<file path="config.mk">
export PLATFORM = sky130hd
export DESIGN_NAME = big_number_segment_encoder
export DESIGN_NICKNAME = d
export VERILOG_FILES = /design/src/hw/rtl/bnse_pkg.sv /design/src/hw/rtl/bnse_glyphs.sv /design/src/hw/rtl/big_number_segment_encoder.sv
export SDC_FILE = /design/constraint.sdc
export NUM_CORES = 1
export LEC_CHECK = 0
export BUFFER_PORTS_ARGS = -buffer_cell sky130_fd_sc_hd__buf_2
export CORE_MARGIN = 8
export CORE_UTILIZATION = 57
export CTS_CLUSTER_DIAMETER = 30
export CTS_CLUSTER_SIZE = 10
export DETAILED_ROUTE_END_ITERATION = 10
export PLACE_DENSITY = 0.76
export RECOVER_POWER = 25
export SYNTH_ARGS = -nofsm -noshare
export SYNTH_HDL_FRONTEND = slang
export SYNTH_SLANG_ARGS = --single-unit
</file>
<file path="constraint.sdc">
create_clock -name clk -period 13.25 [get_ports clk]
set_input_delay 3.3125 -clock clk [delete_from_list [all_inputs] [get_ports clk]]
set_output_delay 3.3125 -clock clk [all_outputs]
set_load 0.02 [all_outputs]
</file>
<file path="src/hw/rtl/bnse_pkg.sv">
package bnse_pkg;

  // display thresholds, signed tenths
  localparam logic signed [15:0] HI_LIMIT   = 16'sd19995;
  localparam logic signed [15:0] LO_LIMIT   = -16'sd995;
  localparam logic signed [15:0] POINT_HIGH = 16'sd1995;
  localparam logic signed [15:0] POINT_LOW  = -16'sd95;

  // x * RECIP10 >> RECIP_SHIFT == x / 10 for x below 81920
  // x * RECIP100 >> RECIP_SHIFT == x / 100 for x below 2048
  localparam logic [15:0] RECIP10     = 16'd52429;
  localparam logic [12:0] RECIP100    = 13'd5243;
  localparam int          RECIP_SHIFT = 19;

  localparam logic [3:0] ROUND_LIMIT = 4'd5;

  // fixed glyph bytes for the out-of-range patterns
  localparam logic [7:0] HI_BYTE0 = 8'h10;
  localparam logic [7:0] HI_BYTE1 = 8'h09;
  localparam logic [7:0] HI_BYTE2 = 8'hC3;
  localparam logic [7:0] HI_BYTE3 = 8'hF0;
  localparam logic [7:0] LO_BYTE0 = 8'h30;
  localparam logic [7:0] LO_BYTE1 = 8'h39;
  localparam logic [7:0] LO_BYTE2 = 8'h38;
  localparam logic [7:0] LO_BYTE3 = 8'hE0;

  localparam logic [7:0] MINUS_BIT = 8'h40;
  localparam logic [7:0] POINT_BIT = 8'h10;

  typedef enum logic [1:0] {
    KIND_NUM,
    KIND_HI,
    KIND_LO
  } kind_t;

  // shown number and its split, ahead of the glyph stage
  typedef struct packed {
    kind_t       kind;
    logic        neg;
    logic        point;
    logic [10:0] shown;
    logic [7:0]  div10;
    logic [4:0]  div100;
  } digit_word_t;

  typedef struct packed {
    logic [7:0] left_a;
    logic [7:0] left_b;
    logic [7:0] mid_a;
    logic [7:0] mid_b;
    logic [7:0] right_a;
    logic [7:0] right_b;
    logic       lead;
  } seg_word_t;

  function automatic logic [7:0] glyph_a(input logic [3:0] d);
    logic [7:0] g;
    case (d)
      4'd0:    g = 8'hBF;
      4'd1:    g = 8'h00;
      4'd2:    g = 8'hF7;
      4'd3:    g = 8'hF1;
      4'd4:    g = 8'h5C;
      4'd5:    g = 8'hFD;
      4'd6:    g = 8'hFF;
      4'd7:    g = 8'h90;
      4'd8:    g = 8'hFF;
      4'd9:    g = 8'hFD;
      default: g = 8'h00;
    endcase
    return g;
  endfunction

  function automatic logic [7:0] glyph_b(input logic [3:0] d);
    logic [7:0] g;
    case (d)
      4'd0:    g = 8'h07;
      4'd1:    g = 8'h07;
      4'd2:    g = 8'h06;
      4'd3:    g = 8'h07;
      4'd4:    g = 8'h07;
      4'd5:    g = 8'h03;
      4'd6:    g = 8'h03;
      4'd7:    g = 8'h07;
      4'd8:    g = 8'h07;
      4'd9:    g = 8'h07;
      default: g = 8'h00;
    endcase
    return g;
  endfunction

endpackage

</file>
<file path="src/hw/rtl/bnse_glyphs.sv">
module bnse_glyphs (
  input  bnse_pkg::digit_word_t w,
  output bnse_pkg::seg_word_t   seg
);

  logic [3:0] tens10_lo;
  logic [3:0] units10_lo;
  logic [3:0] units;
  logic [3:0] tens;
  logic [4:0] hund_wide;
  logic [3:0] hund;
  logic       show_hund;

  // low nibble of 10*q, enough since the remainder is below 10
  assign units10_lo = {w.div10[0], 3'b000} + {w.div10[2:0], 1'b0};
  assign tens10_lo  = {w.div100[0], 3'b000} + {w.div100[2:0], 1'b0};
  assign units      = w.shown[3:0] - units10_lo;
  assign tens       = w.div10[3:0] - tens10_lo;

  always_comb begin
    if (w.div100 >= 5'd20) begin
      hund_wide = w.div100 - 5'd20;
    end else if (w.div100 >= 5'd10) begin
      hund_wide = w.div100 - 5'd10;
    end else begin
      hund_wide = w.div100;
    end
  end
  assign hund      = hund_wide[3:0];
  assign show_hund = (w.shown > 11'd99);

  always_comb begin
    seg = '0;
    case (w.kind)
      bnse_pkg::KIND_HI: begin
        seg.left_a = bnse_pkg::HI_BYTE0;
        seg.left_b = bnse_pkg::HI_BYTE1;
        seg.mid_a  = bnse_pkg::HI_BYTE2;
        seg.mid_b  = bnse_pkg::HI_BYTE3;
      end
      bnse_pkg::KIND_LO: begin
        seg.left_a = bnse_pkg::LO_BYTE0;
        seg.left_b = bnse_pkg::LO_BYTE1;
        seg.mid_a  = bnse_pkg::LO_BYTE2;
        seg.mid_b  = bnse_pkg::LO_BYTE3;
      end
      bnse_pkg::KIND_NUM: begin
        seg.left_a  = (w.neg ? bnse_pkg::MINUS_BIT : 8'h00)
                    | (show_hund ? bnse_pkg::glyph_a(hund) : 8'h00);
        seg.left_b  = show_hund ? bnse_pkg::glyph_b(hund) : 8'h00;
        // tens is zero anyway below ten, which gives the forced zero
        seg.mid_a   = bnse_pkg::glyph_a(tens);
        seg.mid_b   = bnse_pkg::glyph_b(tens)
                    | (w.point ? bnse_pkg::POINT_BIT : 8'h00);
        seg.right_a = bnse_pkg::glyph_a(units);
        seg.right_b = bnse_pkg::glyph_b(units);
        seg.lead    = (w.shown > 11'd999);
      end
      default: seg = '0;
    endcase
  end

endmodule

</file>
<file path="src/hw/rtl/big_number_segment_encoder.sv">
// channel | direction | handshake          | payload
// in      | into      | in_valid/in_stall  | value_tenths
// out     | out of    | out_valid/out_stall| left/mid/right_byte_a/b, leading_one
//
// five register stages; one word enters per cycle while in_stall is low and
// raises out_valid at the output register; the chain sets throughput, one a cycle
// rst clears every stage valid; payload registers are not reset
// out_stall holds the output register; stages behind it keep filling until
// the chain is full, and then in_stall goes high
module big_number_segment_encoder (
  input  logic                clk,
  input  logic                rst,
  input  logic                in_valid,
  output logic                in_stall,
  input  logic signed [15:0]  value_tenths,
  output logic                out_valid,
  input  logic                out_stall,
  output logic [7:0]          left_byte_a,
  output logic [7:0]          left_byte_b,
  output logic [7:0]          mid_byte_a,
  output logic [7:0]          mid_byte_b,
  output logic [7:0]          right_byte_a,
  output logic [7:0]          right_byte_b,
  output logic                leading_one
);

  // stage 1: input word
  logic               s1_valid;
  logic signed [15:0] s1_value;
  // stage 2: class, magnitude, magnitude / 10
  logic               s2_valid;
  bnse_pkg::kind_t    s2_kind;
  logic               s2_neg;
  logic               s2_point;
  logic [14:0]        s2_mag;
  logic [10:0]        s2_quot;
  // stage 3: shown number
  logic               s3_valid;
  bnse_pkg::kind_t    s3_kind;
  logic               s3_neg;
  logic               s3_point;
  logic [10:0]        s3_shown;
  // stage 4: digit split
  logic                   s4_valid;
  bnse_pkg::digit_word_t  s4_word;
  // output
  bnse_pkg::seg_word_t    seg_next;
  bnse_pkg::seg_word_t    seg;

  logic out_en, s4_en, s3_en, s2_en, s1_en;

  assign out_en   = !out_valid || !out_stall;
  assign s4_en    = !s4_valid || out_en;
  assign s3_en    = !s3_valid || s4_en;
  assign s2_en    = !s2_valid || s3_en;
  assign s1_en    = !s1_valid || s2_en;
  assign in_stall = !s1_en;

  // stage 1 -> 2
  bnse_pkg::kind_t kind_next;
  logic [15:0]     neg_value;
  logic [14:0]     mag_next;
  logic [30:0]     prod_mag;

  always_comb begin
    if (s1_value > bnse_pkg::HI_LIMIT) begin
      kind_next = bnse_pkg::KIND_HI;
    end else if (s1_value < bnse_pkg::LO_LIMIT) begin
      kind_next = bnse_pkg::KIND_LO;
    end else begin
      kind_next = bnse_pkg::KIND_NUM;
    end
  end

  assign neg_value = 16'(-s1_value);
  assign mag_next  = s1_value[15] ? neg_value[14:0] : s1_value[14:0];
  assign prod_mag  = {16'd0, mag_next} * {15'd0, bnse_pkg::RECIP10};

  // stage 2 -> 3
  logic [3:0]  quot10_lo;
  logic [3:0]  rem;
  logic [10:0] shown_next;

  assign quot10_lo  = {s2_quot[0], 3'b000} + {s2_quot[2:0], 1'b0};
  assign rem        = s2_mag[3:0] - quot10_lo;
  // round up only when the remainder is above five
  assign shown_next = s2_point ? s2_mag[10:0]
                               : s2_quot + {10'd0, (rem > bnse_pkg::ROUND_LIMIT)};

  // stage 3 -> 4
  logic [26:0] prod_10;
  logic [23:0] prod_100;

  assign prod_10  = {16'd0, s3_shown} * {11'd0, bnse_pkg::RECIP10};
  assign prod_100 = {13'd0, s3_shown} * {11'd0, bnse_pkg::RECIP100};

  always_ff @(posedge clk) begin
    if (rst) begin
      s1_valid  <= 1'b0;
      s2_valid  <= 1'b0;
      s3_valid  <= 1'b0;
      s4_valid  <= 1'b0;
      out_valid <= 1'b0;
    end else begin
      if (s1_en) begin
        s1_valid <= in_valid;
      end
      if (s2_en) begin
        s2_valid <= s1_valid;
      end
      if (s3_en) begin
        s3_valid <= s2_valid;
      end
      if (s4_en) begin
        s4_valid <= s3_valid;
      end
      if (out_en) begin
        out_valid <= s4_valid;
      end
    end
  end

  always_ff @(posedge clk) begin
    if (s1_en && in_valid) begin
      s1_value <= value_tenths;
    end
    if (s2_en && s1_valid) begin
      s2_kind  <= kind_next;
      s2_neg   <= s1_value[15];
      s2_point <= (s1_value <= bnse_pkg::POINT_HIGH) && (s1_value >= bnse_pkg::POINT_LOW);
      s2_mag   <= mag_next;
      s2_quot  <= prod_mag[bnse_pkg::RECIP_SHIFT +: 11];
    end
    if (s3_en && s2_valid) begin
      s3_kind  <= s2_kind;
      s3_neg   <= s2_neg;
      s3_point <= s2_point;
      s3_shown <= shown_next;
    end
    if (s4_en && s3_valid) begin
      s4_word.kind   <= s3_kind;
      s4_word.neg    <= s3_neg;
      s4_word.point  <= s3_point;
      s4_word.shown  <= s3_shown;
      s4_word.div10  <= prod_10[bnse_pkg::RECIP_SHIFT +: 8];
      s4_word.div100 <= prod_100[bnse_pkg::RECIP_SHIFT +: 5];
    end
    if (out_en && s4_valid) begin
      seg <= seg_next;
    end
  end

  bnse_glyphs u_glyphs (
    .w   (s4_word),
    .seg (seg_next)
  );

  assign left_byte_a  = seg.left_a;
  assign left_byte_b  = seg.left_b;
  assign mid_byte_a   = seg.mid_a;
  assign mid_byte_b   = seg.mid_b;
  assign right_byte_a = seg.right_a;
  assign right_byte_b = seg.right_b;
  assign leading_one  = seg.lead;

endmodule

</file>
Word level (Yosys, flattened, before mapping)
Memories as Yosys holds them, arrays and structs flattened. A register that Yosys moved wholly into a read port is not among the register bits.
Cells that the tools add are included.
Widths: inputs -> output; s select.
{"block": "word_totals", "mem_bits_ro": 528, "mem_count": 6, "word_cells": 92, "ff_bits": 127, "inputBits": 20}
{"name": "(name not given)", "words": 16, "width": 8, "read_ports": 1, "rd_ports_with_merged_regs": 0, "wr": 0, "line": "bnse_pkg.sv:58", "source": "case (d)"}
{"name": "(name not given)", "words": 16, "width": 8, "read_ports": 1, "rd_ports_with_merged_regs": 0, "wr": 0, "line": "bnse_pkg.sv:58"}
{"name": "(name not given)", "words": 16, "width": 8, "read_ports": 1, "rd_ports_with_merged_regs": 1, "wr": 0, "line": "bnse_pkg.sv:58"}
{"name": "(name not given)", "words": 16, "width": 3, "read_ports": 1, "rd_ports_with_merged_regs": 0, "wr": 0, "line": "bnse_pkg.sv:76", "source": "case (d)"}
{"name": "(name not given)", "words": 16, "width": 3, "read_ports": 1, "rd_ports_with_merged_regs": 0, "wr": 0, "line": "bnse_pkg.sv:76"}
{"name": "(name not given)", "words": 16, "width": 3, "read_ports": 1, "rd_ports_with_merged_regs": 1, "wr": 0, "line": "bnse_pkg.sv:76"}
{"block": "classes", "reduce_logical": 21, "n_addsub": 10, "mux": 12, "mul": 3, "n_lt_le_gt_ge": 9, "eq_ne": 2, "bitwise_logic": 2}
{"cell": "$pmux 32 s3", "count": 1}
{"cell": "$mux 8", "count": 4}
{"cell": "$mul 15x16->30 const B", "count": 1}
{"cell": "$mul 11x13->24 const B", "count": 1}
{"cell": "$mul 11x16->23 const B", "count": 1}
{"cell": "$ge 16x8->1 const B", "count": 1}
{"cell": "$gt 16x16->1 const B", "count": 1}
{"cell": "$le 16x12->1 const B", "count": 1}
{"cell": "$lt 16x11->1 const B", "count": 1}
{"cell": "$or 8x8->8", "count": 2}
{"cell": "$mux 15", "count": 1}
{"cell": "$neg 15->15", "count": 1}
{"cell": "$add 4x4->4", "count": 3}
{"cell": "$sub 4x4->4", "count": 3}
{"cell": "$add 11x1->11", "count": 1}
{"cell": "$gt 11x10->1 const B", "count": 1}
{"cell": "$gt 11x7->1 const B", "count": 1}
{"cell": "$mux 11", "count": 1}
{"cell": "$logic_not 1->1", "count": 9}
{"cell": "$mux 4", "count": 2}
{"cell": "$mux 7", "count": 1}
{"cell": "$logic_and 1x1->1", "count": 6}
{"cell": "$ge 5x4->1 const B", "count": 1}
{"cell": "$ge 5x5->1 const B", "count": 1}
{"cell": "9 further kinds", "count": 13}

Depth between registers and ports, before layout
Gate-level depths: netlist of the first run.
An unclocked memory read counts as a cell.
{"block": "depth", "word_depth": 8, "ltp_mapped": 25, "depth_no_buf": 25}

Modules after synthesis
A second synthesis of the first run with hierarchy kept.
{"block": "unflattened", "hier_cells": 1298, "hier_area_um2": 14452.6}
{"mod": "big_number_segment_encoder", "n_inst": 1, "seq_area_each_um2": 4124.0, "area_per_inst_um2": 12851.1, "cells_per_inst": 1074}
{"mod": "bnse_glyphs", "n_inst": 1, "seq_area_each_um2": 0.0, "area_per_inst_um2": 1601.5, "cells_per_inst": 224}

Worst setup path before layout of the first run
OpenSTA, ideal clock, no wires.
{"block": "synth_timing", "path_kind": "input -> output", "startpoint": "in out_stall", "endpoint": "out in_stall", "required_ns": 9.938, "t_arrival_ns": 3.936, "path_stages": 4, "slack_ns": 6.002, "path_cell_list": "and3_1 and2_1 nand3_1 inv_1"}
{"block": "synth_between", "elab_chain_cells": 7}
{"element": "start, declared", "line": "big_number_segment_encoder.sv:17", "source": "input logic out_stall,"}
{"element": "$logic_not 1->1", "line": "big_number_segment_encoder.sv:52", "source": "assign out_en = !out_valid || !out_stall;"}
{"element": "$logic_or 1x1->1", "line": "big_number_segment_encoder.sv:52"}
{"element": "$logic_or 1x1->1", "line": "big_number_segment_encoder.sv:53", "source": "assign s4_en = !s4_valid || out_en;"}
{"element": "$logic_or 1x1->1", "line": "big_number_segment_encoder.sv:54", "source": "assign s3_en = !s3_valid || s4_en;"}
{"element": "$logic_or 1x1->1", "line": "big_number_segment_encoder.sv:55", "source": "assign s2_en = !s2_valid || s3_en;"}
{"element": "$logic_or 1x1->1", "line": "big_number_segment_encoder.sv:56", "source": "assign s1_en = !s1_valid || s2_en;"}
{"element": "$logic_not 1->1", "line": "big_number_segment_encoder.sv:57", "source": "assign in_stall = !s1_en;"}
{"element": "end, declared", "line": "big_number_segment_encoder.sv:14", "source": "output logic in_stall,"}
Every way passes these cells.

Worst setup path after layout of the first run
{"block": "layout_timing", "startpoint": "reg s1_value[6]", "endpoint": "reg s2_quot[7] (data pin)"}
{"block": "layout_between", "elab_chain_cells": 3}
{"element": "start, declared", "line": "big_number_segment_encoder.sv:29", "source": "logic signed [15:0] s1_value;"}
{"element": "start signal, assigned", "line": "big_number_segment_encoder.sv:125", "source": "s1_value <= value_tenths;"}
{"element": "$neg 15->15", "line": "big_number_segment_encoder.sv:75", "source": "assign neg_value = 16'(-s1_value);"}
{"element": "$mux 15 (*)", "line": "big_number_segment_encoder.sv:76", "source": "assign mag_next = s1_value[15] ? neg_value[14:0] : s1_value[14:0];"}
{"element": "$mul 15x16->30 (*)", "line": "big_number_segment_encoder.sv:77", "source": "assign prod_mag = {16'd0, mag_next} * {15'd0, bnse_pkg::RECIP10};"}
{"element": "named net prod_mag[26]", "line": "big_number_segment_encoder.sv:63", "source": "logic [30:0] prod_mag;"}
{"element": "end signal, assigned", "line": "big_number_segment_encoder.sv:132", "source": "s2_quot <= prod_mag[bnse_pkg::RECIP_SHIFT +: 11];"}
{"element": "end, declared", "line": "big_number_segment_encoder.sv:36", "source": "logic [10:0] s2_quot;"}
The timed path passes the listed nets; every way through them passes the cells marked *.
A chain may end at the register's enable or synchronous reset.

==> impl_summary.md, run 1 <==
Run status
The run finished with clean final reports.

STA
The maximum frequency from static timing analysis is approximately 0.13 GHz. After routing, the total negative slack on setup checks comes to 0 ns. The number of failing hold endpoints at the final stage was 0. The final count of pins violating max slew is 0. The final setup skew is ~0.010 ns.

Headroom to the max-slew limit came out at around 24%. The worst-margin pin slew is 1.13 ns. The number of failing setup endpoints in the final timing report is 0. The worst slack on hold paths is ~0.41 ns. The final critical-path required period is around 7.6 ns.

Setup repair after global routing left no endpoint under its margin. The period utilization is 57.6%.

Setup path
STA classifies the critical path startpoint as a flop. The worst setup path is captured at a flop. Of all nets on the critical path, the largest fanout is 8. The signal on the critical path passes through or4_1 -> or4_4 -> o31a_1 -> xnor2_4 -> ha_1 -> inv_1 -> ha_1 -> a21o_1 -> fa_1 -> fa_1 -> fa_1 -> inv_1 -> fa_1 -> inv_1 -> ha_1 -> a21oi_1 -> o221ai_1 -> a221oi_1 -> o221ai_1 -> or3b_2 -> a31oi_1 -> xnor2_1. The critical-path cell with the highest stage delay is sky130_fd_sc_hd__or4_1. The critical path's most frequent cell is sky130_fd_sc_hd__fa_1. Data on the critical path is required at its endpoint by around 13 ns. For this run, the slowest stage of the critical path takes 0.63 ns.

The worst setup path is of the flop to flop kind. At the worst endpoint, the arrival time is slightly below 8 ns.

Floorplan
The core footprint is around 0.023 mm². The floorplan step defined a die boundary enclosing between 0.02 and 0.03 mm². The die is 171 µm wide. During I/O placement, the number of pins put on the boundary was just over 70. The floorplan row count is 56. For this configuration, the core starts out at a cell density of 58.1%. In this run the vertical extent of the chip is ~170 µm.

Placed design
The HPWL after detailed placement is approximately 23 mm. The placed instances occupy a cell area of 0.0143 mm². Port buffering added a little over 60 buffers. At the end of routability-driven placement, the weighted congestion stood at about 0.9.

Yosys
The dominant register cell in the synthesized netlist is sky130_fd_sc_hd__edfxtp_1. The fraction of the yosys area taken by sequential cells is between 20% and 30%. The average instance area after synthesis is between 10 and 15 µm². The area of the mapped netlist is ~0.014 mm². After synthesis, the share of flip-flops with an asynchronous set or reset is 0%. The synthesis warning total is 0.

The top cell type by area accounts for ~26% of the synthesized area. Counting distinct cell types in the post-synthesis netlist gives between 60 and 70. By area the synthesized netlist is led by sky130_fd_sc_hd__edfxtp_1 (26%), sky130_fd_sc_hd__ha_1 (25%), sky130_fd_sc_hd__fa_1 (20%). The largest total area in the synthesized netlist belongs to sky130_fd_sc_hd__edfxtp_1. Counting every instance in the synthesized netlist gives roughly 1,300. The number of storage elements in the synthesis netlist is between 100 and 150. In this run, synthesis inferred roughly 120 flip-flops with an integrated enable.

Global routing
The number of global-route vias before repair was between 9,000 and 10,000. The number of antenna violations at the first check in global routing is 0. Across every metal layer, demand over resource in global routing totals around 20%.

Entering global routing, the biggest net connects 37 pins. The wire length of the first global-routing pass is approximately 46 mm. The remaining global-route overflow is 0.

Layout
After routing the design area is between 0.01 and 0.015 mm². The repair_antennas step left the layout with diodes totalling 0. Measured on the finished design, the core utilization comes to around 63%. The fraction of layout cells with a size suffix above 1 is 8.35%. The growth of design area from synthesis to finish is 9.27%. The net count of the finished layout is around 1,800.

Clock tree
The clock-pin slew reported for the worst setup and hold paths after clock tree synthesis is around 0.060 ns. No sink is reached through more buffers than the 2 on the longest clock path. The number of buffers added by the clock tree synthesis step is 17. The insertion delay of the later-clocked pin in the worst-skew pair is around 0.42 ns. The number of buffers inserted by hold repair at cts is 0.

The count of clock tree sinks is 122. The number of gates given a new drive strength after cts is 0. The CTS tree is done. The count of H-tree levels built during CTS is 4. The number of setup buffers added after CTS is 0. The root buffer cell chosen for the clock tree is sky130_fd_sc_hd__clkbuf_16.

Drt
In the routed design, unresolved DRC markers number 0. Using the TritonRoute via totals, the vias-per-cell ratio works out to 5.43. The number of iterations in the first detailed-routing pass is 5. The total vias in the final route is roughly 9,100.

The remaining antenna violation count after routing is 0. Dividing the detail-routed wire length by the instance count gives between 15 and 20 µm. After the first detailed-routing iteration, the DRC count stood at about 600. The total routed wirelength is between 20 and 30 mm.

Min path
The type of the most critical hold path is flop to flop.

Flow run
The max capacitance violation total is 0.
## cell families after synthesis
| group | after synthesis | synth area share, % |
|---|---|---|
| fa+ha+maj | 403 | 44.4 |
| buf+inv | 279 | 8.11 |
| simple gates | 201 | 7.37 |
| compound gates | 191 | 8.57 |
| flops | 122 | 26.5 |
| xor+xnor | 69 | 4.57 |
| mux | 6 | 0.468 |
| other cells | 1 | 0.0275 |
## stage by stage
stage | cells | setup WS [ns]
floorplan | 1279 | 6.00
global placement | 1640 | 5.71
detailed placement | 1640 | 5.69
CTS | 1672 | 5.66
global route | 1672 | 5.19
finish | 1672 | 5.62
## registers in the layout (all words and copies together), names as in the netlist, 2 cells and up
signal,cells
left_byte_a,8
left_byte_b,5
right_byte_a,7
mid_byte_b,4
s4_word,24
s2_quot,11
right_byte_b,3
s3_kind,2
s2_kind,2
s1_value,16
mid_byte_a,8
s2_mag,11
s3_shown,11
## synthesized netlist by cell type, types with 8 or more instances
library cell and count:
sky130_fd_sc_hd__nand4_1 9, sky130_fd_sc_hd__a21oi_1 53, sky130_fd_sc_hd__xor2_1 26, sky130_fd_sc_hd__o21ai_0 58, sky130_fd_sc_hd__xnor2_1 42, sky130_fd_sc_hd__edfxtp_1 117, sky130_fd_sc_hd__fa_1 134, sky130_fd_sc_hd__buf_4 13
sky130_fd_sc_hd__and3_1 13, sky130_fd_sc_hd__nand3_1 25, sky130_fd_sc_hd__nor3_1 12, sky130_fd_sc_hd__a21boi_0 8, sky130_fd_sc_hd__a211oi_1 9, sky130_fd_sc_hd__nor2_1 39, sky130_fd_sc_hd__inv_1 254, sky130_fd_sc_hd__nand2_1 56
sky130_fd_sc_hd__and2_1 8, sky130_fd_sc_hd__ha_1 269, sky130_fd_sc_hd__a21o_1 12, sky130_fd_sc_hd__clkbuf_1 9
## layout by cell type, fill, tap and decap left out, drive strengths merged, types with 25 or more instances in the layout
master	Yosys	final
buf	15	65
o21ai	60	60
a21oi	53	53
edfxtp	117	117
nand2	56	56
fa	134	134
xnor2	43	43
nand3	25	25
nor2	39	39
ha	269	269
inv	255	263
xor2	26	26
## worst paths after layout
path | startpoint | to | slack, ns | cells after the start
max reg2reg | s1_value[6] | s2_quot[7] | 5.62 | 22
max | s1_value[6] | s2_quot[7] | 5.62 | 22
min reg2reg | s3_kind[1] | s4_word[27] | 0.41 | 0
min | s3_kind[1] | s4_word[27] | 0.41 | 0
## layer usage
metal	wire length, µm	global-route usage (%)
met5	0	0
met4	699	7.48
met3	1130	2.97
met2	14300	35.9
met1	11200	23.1
## cell type report
cell class	instances	area, µm²
fill	1839	8580
inverter	255	957
clock inverter	15	210
tap	319	399
multi-input combinational	878	8950
timing repair buffer	66	337
sequential	122	3610
clock buffer	17	425
## worst max-delay path, delay by kind of cell (launching register included)
kind                       cells  cell delay [ns]
AOI/OAI and AO/OA              7             1.71
xor gates and xnor gates       2             0.24
adders and majority gates      7             3.13
buffers and inverters          3             0.14
DFF                            1             0.50
and+or+nand+nor                3             1.65
Power of run 1 is left out: the tool's default activity adds up to more than one toggle a clock period on the data nets, which glitch-free logic cannot reach.
==> inputs of run 2 (changes only) <==
--- a/config.mk
+++ b/config.mk
@@ -11,7 +11,7 @@
 export CTS_CLUSTER_DIAMETER = 30
 export CTS_CLUSTER_SIZE = 10
 export DETAILED_ROUTE_END_ITERATION = 10
-export PLACE_DENSITY = 0.76
+export PLACE_DENSITY = 0.79
 export RECOVER_POWER = 25
 export SYNTH_ARGS = -nofsm -noshare
 export SYNTH_HDL_FRONTEND = slang
==> constraint.sdc (replaced) <==
create_clock -name clk -period 6.7 [get_ports clk]
set_input_delay 1.675 -clock clk [delete_from_list [all_inputs] [get_ports clk]]
set_output_delay 1.675 -clock clk [all_outputs]
set_load 0.02 [all_outputs]
==> run 2 against run 1 <==
  * The run now ends with setup timing left
  * Design area rose by 2.4%
  * Sequential share of layout area down 0.56 points
  * Worst hold slack worse by 0.0014 ns
  * First-iteration DRC count shrank 13%
  * Via count increased by 2.2%
  * Wire length increased by 1.5%
  * Fmax rose by 11%
  * Clock skew barely moved
  * Die area unchanged
==> impl_summary.md, run 2 (synthesis results as in run 1) <==
Setup path
The maximum single-stage delay on the critical path came to 0.55 ns (-0.08 ns). The peak fanout along the critical path is 4 (-4). The slowest stage of the critical path belongs to the cell sky130_fd_sc_hd__or4_4. In this run the critical register-to-register path is captured at s2_quot[7]. The depth of the worst register-to-register path came to 22 (unchanged).

The data arrival time of the critical path was 7.01 ns (-0.78 ns). The type of the worst setup path is flop to flop. Traced cell by cell, the critical path runs through or4_4 -> or4_4 -> o31a_1 -> xnor2_4 -> ha_4 -> inv_2 -> ha_4 -> a21o_1 -> fa_2 -> fa_1 -> fa_1 -> inv_2 -> fa_1 -> inv_2 -> ha_4 -> a21oi_2 -> o221ai_2 -> a221oi_4 -> o221ai_4 -> or3b_4 -> a31oi_4 -> xnor2_2. The reg2reg setup slack was -0.15 ns (-5.77 ns).

The category of the worst setup path launch point is a flop. The required time of the critical path was 6.86 ns (-6.55 ns). In this run the critical register-to-register path is launched from s1_value[8]. The kind of end point of the critical path is a flop.

Drt
The number of DRC markers after the initial detailed-route iteration was 524 (-13%). The uppermost layer routed is met4. The met2 routed wirelength is 14.3 mm (about the same). The length of routed wiring on met1 is 11.6 mm (+3.2%). The total vias in the final route is 9,282 (+2.2%). The total routed wirelength is 27.7 mm (+1.5%). The average via count per standard cell was 5.42 (-0.12%).

The remaining antenna violation count after routing is 0 (unchanged). The remaining design rule violation count was 0 (unchanged). The wire length on met3 was 1.06 mm (-6.6%). The final routed wire length divided by cell count is 16.2 µm (-0.81%).

The number of iterations in the first detailed-routing pass was 5 (unchanged).

Global routing
The wire length of the first global-routing pass is 46.4 mm (+1.6%). The number of antenna violations at the first check in global routing is 0 (unchanged). The all-layer global routing usage was 20.0% (+0.29 points). The remaining global-route overflow is 0 (unchanged). The number of global-route vias before repair is 9,743 (+3.3%).

The pin count of the biggest net entering global routing is 37 (unchanged).

Min path
The type of the most critical hold path is flop to flop. The end point of the worst hold path is s3_kind[1]. The depth of the worst hold-timing path was 0 (unchanged).

The beginning of the worst hold path is s2_kind[1].

STA
The setup slack of the critical path after layout is -0.154 ns (-5.77 ns). The worst-margin pin slew is 1.16 ns (+0.0264 ns). The final count of pins violating max slew is 0 (unchanged). The number of failing setup endpoints in the final timing report was 2 (+2). Setup repair after global routing could not meet its margin everywhere. The final critical-path required period came to 6.85 ns (-0.776 ns).

The number of failing hold endpoints at the final stage is 0 (unchanged). The maximum frequency from static timing analysis is 0.146 GHz (+11%). The period utilization is 102% (+45 points). The final setup skew is 0.0101 ns (+0.000129 ns). The remaining max-slew budget at the tightest pin is 22.4% (-1.8 points).

Floorplan
The height of the chip came to 171 µm (unchanged). The initial core utilization was 58.1% (unchanged). The core footprint is 0.0235 mm² (unchanged). The die outline area came to 0.0291 mm² (unchanged). The floorplan row count was 56 (unchanged). The die span in x is 171 µm (unchanged). The number of top-level pins is 71 (unchanged).

Clock tree
The clock-pin slew reported for the worst setup and hold paths after clock tree synthesis is 0.06 ns (about the same). The CTS tree is done. The number of buffers inserted by hold repair at cts is 0 (unchanged). The buffer cell driving the clock tree root is sky130_fd_sc_hd__clkbuf_16. The maximum count of clock buffers along a single path is 2 (unchanged). The count of clock tree sinks was 122 (unchanged). The number of buffers added by the clock tree synthesis step is 17 (unchanged). The insertion delay of the later-clocked pin in the worst-skew pair is 0.42 ns (about the same). The count of H-tree levels built during CTS came to 4 (unchanged).

Run status
The run finished, with violations left. The final reports fail on setup timing.

Layout
More flip-flops sit in one register than any other, and that register is s4_word. Compared with the post-synthesis result, the final layout area differs by 11.9%. The flip-flop count of the largest register after layout came to 24 (unchanged). The largest registers in the layout are s4_word x24, s1_value x16.

The number of diodes added for antenna fixing is 0 (unchanged). The leading cell type in the layout, fill and taps excluded is sky130_fd_sc_hd__ha_1. The final-stage net count is 1,802 (+2.2%).

The post-layout utilization of the core was 65.0% (+1.5 points). The fraction of layout cells with a size suffix above 1 is 11.7% (+3.4 points). The library cells used most frequently in the layout, excluding fill and tap cells, are sky130_fd_sc_hd__ha_1 (264), sky130_fd_sc_hd__inv_1 (251), sky130_fd_sc_hd__fa_1 (132). The post-layout instance area came to 0.0152 mm² (+2.4%).

Placed design
The post-place setup slack is -0.210 ns (-5.90 ns). The number of buffer cells added on primary ports was 62 (unchanged). The instance area at placement was 0.0146 mm² (+2.2%).

The HPWL after detailed placement was 23.1 mm (+1.9%). The routability congestion estimate from global placement is 0.940 (+2.0%).

Flow run
The max capacitance violation total is 0 (unchanged).
-- run 2: what timing repair did --
action                     4_1_cts  5_1_grt
setup endpoints to repair        6        9
resized for setup                5       12
buffers inserted                 2        5
cloned                           0        0
pin swaps                        7        8
-- run 2: area by class of cell --
| class | count | area [µm²] |
|---|---|---|
| multi-input cells | 878 | 9130 |
| fillers | 1797 | 8230 |
| flip-flops and latches | 122 | 3610 |
| inverters | 255 | 957 |
| repair buffers | 105 | 594 |
| clock buffers | 18 | 439 |
| well taps | 319 | 399 |
| clock inverters | 14 | 114 |
-- run 2: how the worst max path moves through the flow --
stage                 from         end  slack [ns]
2_1_floorplan  s1_value[6]  s2_quot[7]       0.003
3_3_place_gp   s1_value[8]  s2_quot[7]       -0.09
3_5_place_dp   s1_value[8]  s2_quot[7]       -0.21
4_1_cts        s1_value[8]  s2_quot[7]       -0.12
5_1_grt        s1_value[8]  s2_quot[7]       -0.33
6_report       s1_value[8]  s2_quot[7]       -0.15
-- run 2: metal layers --
metal  track usage (%)  up-vias
li1                  -     4517
met1              23.7     4501
met2              35.7      203
met3              3.64       61
met4              7.44        0
met5                 0        -
-- run 2: critical path, delay by kind of cell (launching register included) --
family | cells | cell delay, ns
compound gates | 7 | 1.51
buf+inv | 3 | 0.13
xor+xnor | 2 | 0.28
simple gates | 3 | 1.41
flops | 1 | 0.39
fa+ha+maj | 7 | 2.88
-- run 2: stage by stage --
step / std cells / TNS (ns) / hold slack (ns)
floorplan: 1279 / 0 / 0.400
global placement: 1672 / -0.146 / 0.401
detailed placement: 1672 / -0.581 / 0.405
CTS: 1706 / -0.130 / 0.412
global route: 1711 / -1.17 / 0.433
finish: 1711 / -0.211 / 0.410
Power of run 2 is left out for the same reason.
